<file path="config.mk">
export PLATFORM = sky130hd
export DESIGN_NAME = rgb_to_hls_converter_flat
export DESIGN_NICKNAME = d
export VERILOG_FILES = /design/src/rtl/rgb2hls_pkg.sv /design/src/rtl/rgb2hls_req_if.sv /design/src/rtl/rgb2hls_rsp_if.sv /design/src/rtl/rgb_to_hls_converter.sv /design/src/flat_wrapper.sv
export SDC_FILE = /design/constraint.sdc
export NUM_CORES = 1
export LEC_CHECK = 0
export BUFFER_PORTS_ARGS = -buffer_cell sky130_fd_sc_hd__buf_2
export CAP_MARGIN = 20
export CORE_MARGIN = 3
export CORE_UTILIZATION = 50
export CTS_CLUSTER_DIAMETER = 80
export DETAILED_ROUTE_END_ITERATION = 6
export PLACE_DENSITY = 0.67
export SLEW_MARGIN = 10
export SYNTH_ARGS = -nofsm -noshare
export SYNTH_HDL_FRONTEND = slang
export SYNTH_SLANG_ARGS = --single-unit
</file>
<file path="constraint.sdc">
create_clock -name clock -period 28.5 [get_ports clock]
set_clock_uncertainty 0.05 [all_clocks]
set_input_delay 5.7 -clock clock [delete_from_list [all_inputs] [get_ports clock]]
set_output_delay 5.7 -clock clock [all_outputs]
set_load 0.02 [all_outputs]
</file>
<file path="src/rtl/rgb2hls_pkg.sv">
package rgb2hls_pkg;

   // field widths
   localparam int LEVEL_W = 10;
   localparam int HUE_W   = 9;
   localparam int PCT_W   = 7;

   // internal widths
   localparam int SUM_W   = LEVEL_W + 1;        // min + max, up to 2000
   localparam int DEN_W   = SUM_W;              // divisor width for both dividers
   localparam int REM_W   = 17;                 // spread * 100 fits in 17 bits
   localparam int QUO_W   = 7;                  // both quotients stay below 128
   localparam int DIV_STEPS = QUO_W;            // one quotient bit per stage

   // pipeline: input stage, operand stage, divider stages, output stage
   localparam int STAGES = DIV_STEPS + 3;

   localparam logic [LEVEL_W-1:0] LEVEL_MAX   = 10'd1000;
   localparam logic [SUM_W-1:0]   SUM_FULL    = 11'd2000;
   localparam logic [PCT_W-1:0]   LIGHT_HALF  = 7'd50;
   localparam logic [7:0]         LIGHT_RECIP = 8'd205;   // 205/1024 ~ 1/5
   localparam logic [PCT_W-1:0]   PCT_SCALE   = 7'd100;
   localparam logic [5:0]         HUE_SCALE   = 6'd60;
   localparam logic [HUE_W-1:0]   HUE_RED     = 9'd120;
   localparam logic [HUE_W-1:0]   HUE_GREEN   = 9'd240;
   localparam logic [HUE_W-1:0]   HUE_FULL    = 9'd360;

   // which component is largest
   localparam logic [1:0] SEL_RED   = 2'd0;
   localparam logic [1:0] SEL_GREEN = 2'd1;
   localparam logic [1:0] SEL_BLUE  = 2'd2;

   typedef struct packed {
      logic [REM_W-1:0] sat_rem;
      logic [QUO_W-1:0] sat_quo;
      logic [DEN_W-1:0] sat_den;
      logic [REM_W-1:0] hue_rem;
      logic [QUO_W-1:0] hue_quo;
      logic [DEN_W-1:0] hue_den;
      logic [PCT_W-1:0] light;
      logic             neg;
      logic [1:0]       sel;
      logic             gray;
   } div_type;

   // one restoring step for both dividers; sh is the weight of the bit made here
   function automatic div_type div_step(input div_type s, input int unsigned sh);
      div_type          r;
      logic [REM_W-1:0] ts;
      logic [REM_W-1:0] th;
      r  = s;
      ts = REM_W'(s.sat_den) << sh;
      th = REM_W'(s.hue_den) << sh;
      r.sat_quo = {s.sat_quo[QUO_W-2:0], (s.sat_rem >= ts)};
      r.hue_quo = {s.hue_quo[QUO_W-2:0], (s.hue_rem >= th)};
      if (s.sat_rem >= ts) begin
         r.sat_rem = s.sat_rem - ts;
      end
      if (s.hue_rem >= th) begin
         r.hue_rem = s.hue_rem - th;
      end
      return r;
   endfunction

endpackage

</file>
<file path="src/rtl/rgb2hls_req_if.sv">
interface rgb2hls_req_if import rgb2hls_pkg::*; ();
   logic               valid;
   logic               ready;
   logic [LEVEL_W-1:0] red_level;
   logic [LEVEL_W-1:0] green_level;
   logic [LEVEL_W-1:0] blue_level;

   modport source (output valid, output red_level, output green_level,
                   output blue_level, input ready);
   modport sink   (input valid, input red_level, input green_level,
                   input blue_level, output ready);
endinterface

</file>
<file path="src/rtl/rgb2hls_rsp_if.sv">
interface rgb2hls_rsp_if import rgb2hls_pkg::*; ();
   logic             valid;
   logic             ready;
   logic [HUE_W-1:0] hue_degrees;
   logic [PCT_W-1:0] lightness_pct;
   logic [PCT_W-1:0] saturation_pct;

   modport source (output valid, output hue_degrees, output lightness_pct,
                   output saturation_pct, input ready);
   modport sink   (input valid, input hue_degrees, input lightness_pct,
                   input saturation_pct, output ready);
endinterface

</file>
<file path="src/rtl/rgb_to_hls_converter.sv">
// RGB to HLS color converter.
// req_chan carries one color per request: red, green and blue levels on a
// 0..1000 scale (values above 1000 are clamped). rsp_chan returns hue in
// degrees (0..359, blue at 0, red at 120), lightness and saturation (0..100).
// Both channels use valid/ready; a request moves when both are high.
// One request per clock while rsp_chan is not stalled. The two divisions
// (saturation and hue) share a 7-stage restoring divider pipeline, one
// quotient bit a stage, between the operand stage and the output stage.
// Every stage has its own valid bit and advances when it is empty or the
// stage after it advances, so a stalled rsp_chan fills bubbles first and
// req_chan.ready drops only once every stage holds a request. Nothing is
// dropped or repeated across a stall.
// Reset (synchronous, active high) empties the pipeline; the block keeps
// no other state.
module rgb_to_hls_converter import rgb2hls_pkg::*; (
   input  logic          clock,
   input  logic          reset,
   rgb2hls_req_if.sink   req_chan,
   rgb2hls_rsp_if.source rsp_chan
);

   localparam int OUT = STAGES - 1;

   // stage valids and advance enables
   logic [STAGES-1:0] valid_ff;
   logic [STAGES:0]   adv;

   always_comb begin
      adv[STAGES] = rsp_chan.ready;
      for (int k = STAGES - 1; k >= 0; k--) begin
         adv[k] = !valid_ff[k] || adv[k+1];
      end
   end

   assign req_chan.ready = adv[0];

   always_ff @(posedge clock) begin
      if (reset) begin
         valid_ff <= '0;
      end else begin
         if (adv[0]) begin
            valid_ff[0] <= req_chan.valid;
         end
         for (int k = 1; k < STAGES; k++) begin
            if (adv[k]) begin
               valid_ff[k] <= valid_ff[k-1];
            end
         end
      end
   end

   // ---------------------------------------------------------------
   // Stage A: clamp, min/max, winner and the signed hue difference
   // ---------------------------------------------------------------
   logic [LEVEL_W-1:0] red_c, green_c, blue_c;
   logic [LEVEL_W-1:0] lo, hi, dx, dy;
   logic [LEVEL_W:0]   diff;
   logic [1:0]         sel_in;

   logic [SUM_W-1:0]   a_sum_ff,    a_sum_in;
   logic [LEVEL_W-1:0] a_spread_ff, a_spread_in;
   logic [LEVEL_W-1:0] a_mag_ff,    a_mag_in;
   logic               a_neg_ff,    a_neg_in;
   logic [1:0]         a_sel_ff;
   logic               a_gray_ff,   a_gray_in;

   always_comb begin
      red_c   = (req_chan.red_level   > LEVEL_MAX) ? LEVEL_MAX : req_chan.red_level;
      green_c = (req_chan.green_level > LEVEL_MAX) ? LEVEL_MAX : req_chan.green_level;
      blue_c  = (req_chan.blue_level  > LEVEL_MAX) ? LEVEL_MAX : req_chan.blue_level;

      lo = (green_c < red_c) ? green_c : red_c;
      if (lo > blue_c) begin
         lo = blue_c;
      end
      hi = (green_c > red_c) ? green_c : red_c;
      if (hi < blue_c) begin
         hi = blue_c;
      end

      // ties: red beats green, green beats blue
      if (red_c == hi) begin
         sel_in = SEL_RED;
         dx     = green_c;
         dy     = blue_c;
      end else if (green_c == hi) begin
         sel_in = SEL_GREEN;
         dx     = blue_c;
         dy     = red_c;
      end else begin
         sel_in = SEL_BLUE;
         dx     = red_c;
         dy     = green_c;
      end

      diff        = {1'b0, dx} - {1'b0, dy};
      a_neg_in    = diff[LEVEL_W];
      a_mag_in    = a_neg_in ? LEVEL_W'(dy - dx) : diff[LEVEL_W-1:0];
      a_sum_in    = {1'b0, lo} + {1'b0, hi};
      a_spread_in = hi - lo;
      a_gray_in   = (lo == hi);
   end

   always_ff @(posedge clock) begin
      if (adv[0]) begin
         a_sum_ff    <= a_sum_in;
         a_spread_ff <= a_spread_in;
         a_mag_ff    <= a_mag_in;
         a_neg_ff    <= a_neg_in;
         a_sel_ff    <= sel_in;
         a_gray_ff   <= a_gray_in;
      end
   end

   // ---------------------------------------------------------------
   // Stage B: lightness, dividends and divisors
   // ---------------------------------------------------------------
   // sum / 20 == (sum >> 2) / 5, and (x * 205) >> 10 is exact for x <= 500
   logic [REM_W-1:0] light_prod;
   div_type          b_ff, b_in;

   always_comb begin
      light_prod   = REM_W'(a_sum_ff[SUM_W-1:2]) * REM_W'(LIGHT_RECIP);
      b_in         = '0;
      b_in.light   = light_prod[REM_W-1:10];
      b_in.sat_rem = REM_W'(a_spread_ff) * REM_W'(PCT_SCALE);
      b_in.hue_rem = REM_W'(a_mag_ff) * REM_W'(HUE_SCALE);
      // dark half divides by the sum, light half by what is left to 2000
      b_in.sat_den = (b_in.light < LIGHT_HALF) ? a_sum_ff : SUM_FULL - a_sum_ff;
      b_in.hue_den = DEN_W'(a_spread_ff);
      b_in.neg     = a_neg_ff;
      b_in.sel     = a_sel_ff;
      b_in.gray    = a_gray_ff;
   end

   always_ff @(posedge clock) begin
      if (adv[1]) begin
         b_ff <= b_in;
      end
   end

   // ---------------------------------------------------------------
   // Divider stages: MSB of the quotient first, one bit per stage.
   // Grays give a zero hue divisor here; their results are forced at the output.
   // ---------------------------------------------------------------
   div_type d_src [DIV_STEPS];
   div_type d_in  [DIV_STEPS];
   div_type d_ff  [DIV_STEPS];

   always_comb begin
      d_src[0] = b_ff;
      for (int j = 1; j < DIV_STEPS; j++) begin
         d_src[j] = d_ff[j-1];
      end
      for (int j = 0; j < DIV_STEPS; j++) begin
         d_in[j] = div_step(d_src[j], DIV_STEPS - 1 - j);
      end
   end

   always_ff @(posedge clock) begin
      for (int j = 0; j < DIV_STEPS; j++) begin
         if (adv[j+2]) begin
            d_ff[j] <= d_in[j];
         end
      end
   end

   // ---------------------------------------------------------------
   // Output stage: hue offset and wrap, gray override
   // ---------------------------------------------------------------
   div_type          fin;
   logic [HUE_W-1:0] mag9;
   logic [HUE_W-1:0] hue_in;
   logic [PCT_W-1:0] sat_in;

   logic [HUE_W-1:0] o_hue_ff;
   logic [PCT_W-1:0] o_light_ff;
   logic [PCT_W-1:0] o_sat_ff;

   always_comb begin
      fin  = d_ff[DIV_STEPS-1];
      mag9 = HUE_W'(fin.hue_quo);
      unique case (fin.sel)
         SEL_RED:   hue_in = fin.neg ? HUE_RED - mag9 : HUE_RED + mag9;
         SEL_GREEN: hue_in = fin.neg ? HUE_GREEN - mag9 : HUE_GREEN + mag9;
         SEL_BLUE:  begin
            // 360 + q wraps to q when q >= 0
            hue_in = (fin.neg && mag9 != '0) ? HUE_FULL - mag9 : mag9;
         end
         default:   hue_in = '0;
      endcase
      sat_in = fin.sat_quo;
      if (fin.gray) begin
         hue_in = '0;
         sat_in = '0;
      end
   end

   always_ff @(posedge clock) begin
      if (adv[OUT]) begin
         o_hue_ff   <= hue_in;
         o_light_ff <= fin.light;
         o_sat_ff   <= sat_in;
      end
   end

   assign rsp_chan.valid          = valid_ff[OUT];
   assign rsp_chan.hue_degrees    = o_hue_ff;
   assign rsp_chan.lightness_pct  = o_light_ff;
   assign rsp_chan.saturation_pct = o_sat_ff;

endmodule
</file>
<file path="src/flat_wrapper.sv">
// flat-port wrapper written by rule: the top's interface ports become plain ports
module rgb_to_hls_converter_flat import rgb2hls_pkg::*;
  (clock, reset, req_chan_valid, req_chan_red_level, req_chan_green_level, req_chan_blue_level, req_chan_ready, rsp_chan_valid, rsp_chan_hue_degrees, rsp_chan_lightness_pct, rsp_chan_saturation_pct, rsp_chan_ready);
  rgb2hls_req_if req_chan_i ();
  rgb2hls_rsp_if rsp_chan_i ();
  input  logic clock;
  input  logic reset;
  input wire logic [$bits(req_chan_i.valid)-1:0] req_chan_valid;
  input wire logic [$bits(req_chan_i.red_level)-1:0] req_chan_red_level;
  input wire logic [$bits(req_chan_i.green_level)-1:0] req_chan_green_level;
  input wire logic [$bits(req_chan_i.blue_level)-1:0] req_chan_blue_level;
  output wire logic [$bits(req_chan_i.ready)-1:0] req_chan_ready;
  output wire logic [$bits(rsp_chan_i.valid)-1:0] rsp_chan_valid;
  output wire logic [$bits(rsp_chan_i.hue_degrees)-1:0] rsp_chan_hue_degrees;
  output wire logic [$bits(rsp_chan_i.lightness_pct)-1:0] rsp_chan_lightness_pct;
  output wire logic [$bits(rsp_chan_i.saturation_pct)-1:0] rsp_chan_saturation_pct;
  input wire logic [$bits(rsp_chan_i.ready)-1:0] rsp_chan_ready;
  assign req_chan_i.valid = req_chan_valid;
  assign req_chan_i.red_level = req_chan_red_level;
  assign req_chan_i.green_level = req_chan_green_level;
  assign req_chan_i.blue_level = req_chan_blue_level;
  assign req_chan_ready = req_chan_i.ready;
  assign rsp_chan_valid = rsp_chan_i.valid;
  assign rsp_chan_hue_degrees = rsp_chan_i.hue_degrees;
  assign rsp_chan_lightness_pct = rsp_chan_i.lightness_pct;
  assign rsp_chan_saturation_pct = rsp_chan_i.saturation_pct;
  assign rsp_chan_i.ready = rsp_chan_ready;
  rgb_to_hls_converter u_core (.clock(clock), .reset(reset), .req_chan(req_chan_i), .rsp_chan(rsp_chan_i));
endmodule
</file>
==> results.yml <==
outcome:
  status: "complete, no violations"
clocking:
  cts_inserted_buffers: 56
  postCtsSetupBuffers: 0
  cts_root_buf: "clkbuf_16"
  cts_max_path_buffers: 3
  tritoncts: "built"
  ctsResizeCount: 0
  cts_max_level: 2
  postCtsHoldBufs: 0
  clk_pin_slew_ps: 60
  clkSinkCount: 550
  clk_latency_ps: 590
die:
  die_area_sq_um: 68500
  core_sq_um: 64600
  top_level_ports: 59
  die_x_um: 262
  rows: 93
  start_util_pct: 50.6
  die_h_um: 262
synthesis:
  syn_nets: 3291
  synth_top_area_share_pct: 49.6
  avgSynthCellArea_sq_um: 11.3
  ys_types: 78
  synth_area_sq_um: 32700
  synth_largest_area_cell: "edfxtp_1"
  synth_warnings: 0
  synthCells: 2879
  synth_edf_count: 540
  ys_ff_latch: 550
  postSynth.asyncResetShare_pct: 0
  yosysSeqAreaShare_pct: 50.2
  ys.flop_type: "edfxtp_1"
  synth_area_leaders: "edfxtp_1, ha_1, inv_1, xnor2_1, fa_1"
detailed_routing:
  met2_wirelength_um: 32500
  highest_layer: "met4"
  drc_errors: 0
  wl_per_cell_um: 16.4
  met1Wirelength_um: 26200
  wl_met3_um: 2100
  drt_wl_total_um: 62900
  viasPerCell: 5.40
  dr.pass1.iters: 7
  ant_nets: 0
  num_vias: 20800
  drt_iter0_markers: 1001
setup_path:
  crit_path_start_kind: "input pin"
  crit_type: "in -> reg"
  r2r-end: "u_core.b_ff[47]"
  crit_fanout: 40
  cp-end-kind: "flip-flop"
  worstReg2RegStart: "u_core.a_sum_ff[4]"
  critPathSlowestCell: "a2111oi_0"
  required_ps: 28810
  path_common_cell: "a21oi_1"
  reg2regPathDepth: 16
  slowest_delay_ps: 1020
  rrSetupSlack_ps: 22810
  worst_ep_arrival_time_ps: 16610
grt:
  grt_use_total_pct: 18.6
  grt_max_degree: 69
  grt_pass1_wl_um: 103000
  grt_overflow: 0
  grt_pass1_vias: 21000
  antenna_found_initial: 0
placed_design:
  place_congestion: 0.926
  io_buffers: 58
  hpwl_um: 48700
finish:
  regArea_sq_um: 16400
  drive_above_1_share_pct: 7.43
  fill_cells: 5333
  multi_input_area_sq_um: 14600
  area_growth_pct: 9.41
  antenna_cells: 0
  num-nets-final: 3354
worst_hold_path:
  hold_path_class: "reg -> reg"
  hold_end: "u_core.d_ff[5][26]"
  hold-path-cell-count: 0
  hold_path_startpoint: "u_core.d_ff[4][25]"
timing:
  fin_setup_tns_ps: 0
  worst_slew_pin_slew_ps: 1130
  finalHoldViolCount: 0
  slew_headroom_pct: 22.6
  fin_crit_ps: 16300
  post-route-period-util_pct: 57.2
  setup_viol: 0
  report.final.slew_viol_count: 0
  max_clock_freq_mhz: 61.3
  rsz0062_at_grt: "no"
run:
  drv_cap: 0
[synthesized netlist by cell type, types with 11 or more instances]
master	n
a211oi_1	17
a21boi_0	28
a21o_1	59
a21oi_1	205
a31oi_1	15
and2_1	18
and3_1	11
clkbuf_1	57
edfxtp_1	540
fa_1	52
ha_1	326
inv_1	374
mux2_2	44
mux2i_1	59
nand2_1	157
nand2b_1	49
nand3_1	36
nand4_1	42
nor2_1	186
nor2b_1	43
nor3_1	27
nor4_1	17
o21a_1	20
o21ai_0	142
o21bai_1	32
o31ai_1	21
xnor2_1	128
xor2_1	51
[cell families after synthesis]
logic type                 after synthesis  synth area share [%]
DFF                                    550                  50.2
and+or+nand+nor                        617                  9.14
other                                    1                0.0115
muxes                                  106                  3.45
xor gates and xnor gates               179                  4.80
adders and majority gates              378                  15.7
AOI/OAI and AO/OA                      602                  11.4
buffers and inverters                  446                  5.27
[flip-flops by register name (all words and copies together), names as in the netlist, 2 cells and up, named ones only]
register,count
u_core.a_mag_ff,10
u_core.a_sel_ff,2
u_core.a_spread_ff,9
u_core.a_sum_ff,11
u_core.b_ff,57
u_core.d_ff,425
u_core.rsp_chan.hue_degrees,9
u_core.rsp_chan.lightness_pct,7
u_core.rsp_chan.saturation_pct,7
u_core.valid_ff,10
[critical path, delay by kind of cell]
family | cells | cell delay (ps)
AO/OA/AOI/OAI | 19 | 5000
multiplexers | 2 | 650
AND/OR/NAND/NOR | 11 | 2650
adder cells (fa/ha/maj) | 3 | 1180
buffers and inverters | 5 | 1410
[through the flow]
| stage | instances | hold WS [ps] | worst slack (ps) | utilization, % | instance area (sq um) |
|---|---|---|---|---|---|
| after floorplan | 2879 | 350 | 12810 | - | 32700 |
| after global placement | 3737 | 351 | 12040 | 52.5 | 33900 |
| after detailed placement | 3737 | 355 | 11800 | 52.5 | 33900 |
| after CTS | 3841 | 340 | 12430 | 55.3 | 35700 |
| after global routing | 3843 | 347 | 11360 | 55.4 | 35700 |
| final | 3843 | 345 | 12200 | 55.4 | 35700 |
[worst max-delay path by stage]
| stage | slack, ps | end | cells after the start | from |
|---|---|---|---|---|
| after global routing | 11360 | u_core.a_mag_ff[9] | 42 | req_chan_red_level[7] |
| final | 12200 | u_core.a_mag_ff[9] | 40 | req_chan_green_level[5] |
| after floorplan | 12810 | req_chan_ready | 6 | rsp_chan_ready |
| after CTS | 12430 | u_core.a_mag_ff[9] | 43 | req_chan_green_level[5] |
| after global placement | 12040 | u_core.a_mag_ff[9] | 41 | req_chan_green_level[5] |
| after detailed placement | 11800 | u_core.a_mag_ff[9] | 43 | req_chan_green_level[5] |
[area by class of cell]
class | count | area share [%]
flip-flops and latches | 550 | 45.9
multi-input cells | 1883 | 40.8
clock buffers | 68 | 4.13
inverters | 375 | 3.94
well taps | 855 | 2.99
repair buffers | 76 | 1.26
clock inverters | 36 | 0.952
[metal layers]
metal | GRT usage [%] | vias to the layer above
li1 | - | 10400
met1 | 21.8 | 9835
met2 | 34.9 | 415
met3 | 2.19 | 128
met4 | 6.48 | 0
met5 | 0 | -
[placed cells by master (no fill, tap or decap), types with 15 or more instances in the layout]
master     netlist  final
xnor2_1        128    128
buf_2            5     58
mux2i_1         59     59
mux2_2          44     44
nand4_1         42     42
nand2b_1        49     49
a211oi_1        17     17
a21o_1          59     59
o21bai_1        32     32
nor2b_1         43     43
o21ai_0        142    142
clkbuf_16        0     56
edfxtp_1       540    540
xor2_1          51     51
clkinv_1         1     17
o31ai_1         21     21
nand2_1        157    154
nor2_1         186    186
fa_1            52     52
inv_1          374    372
and2_1          18     18
nand3_1         36     34
nor4_1          17     17
buf_4            5     16
a21oi_1        205    205
nor3_1          27     27
a21boi_0        28     28
a31oi_1         15     15
ha_1           326    326
o21a_1          20     20
Power is left out: the tool's default activity adds up to more than one toggle a clock period on the data nets, which glitch-free logic cannot reach.
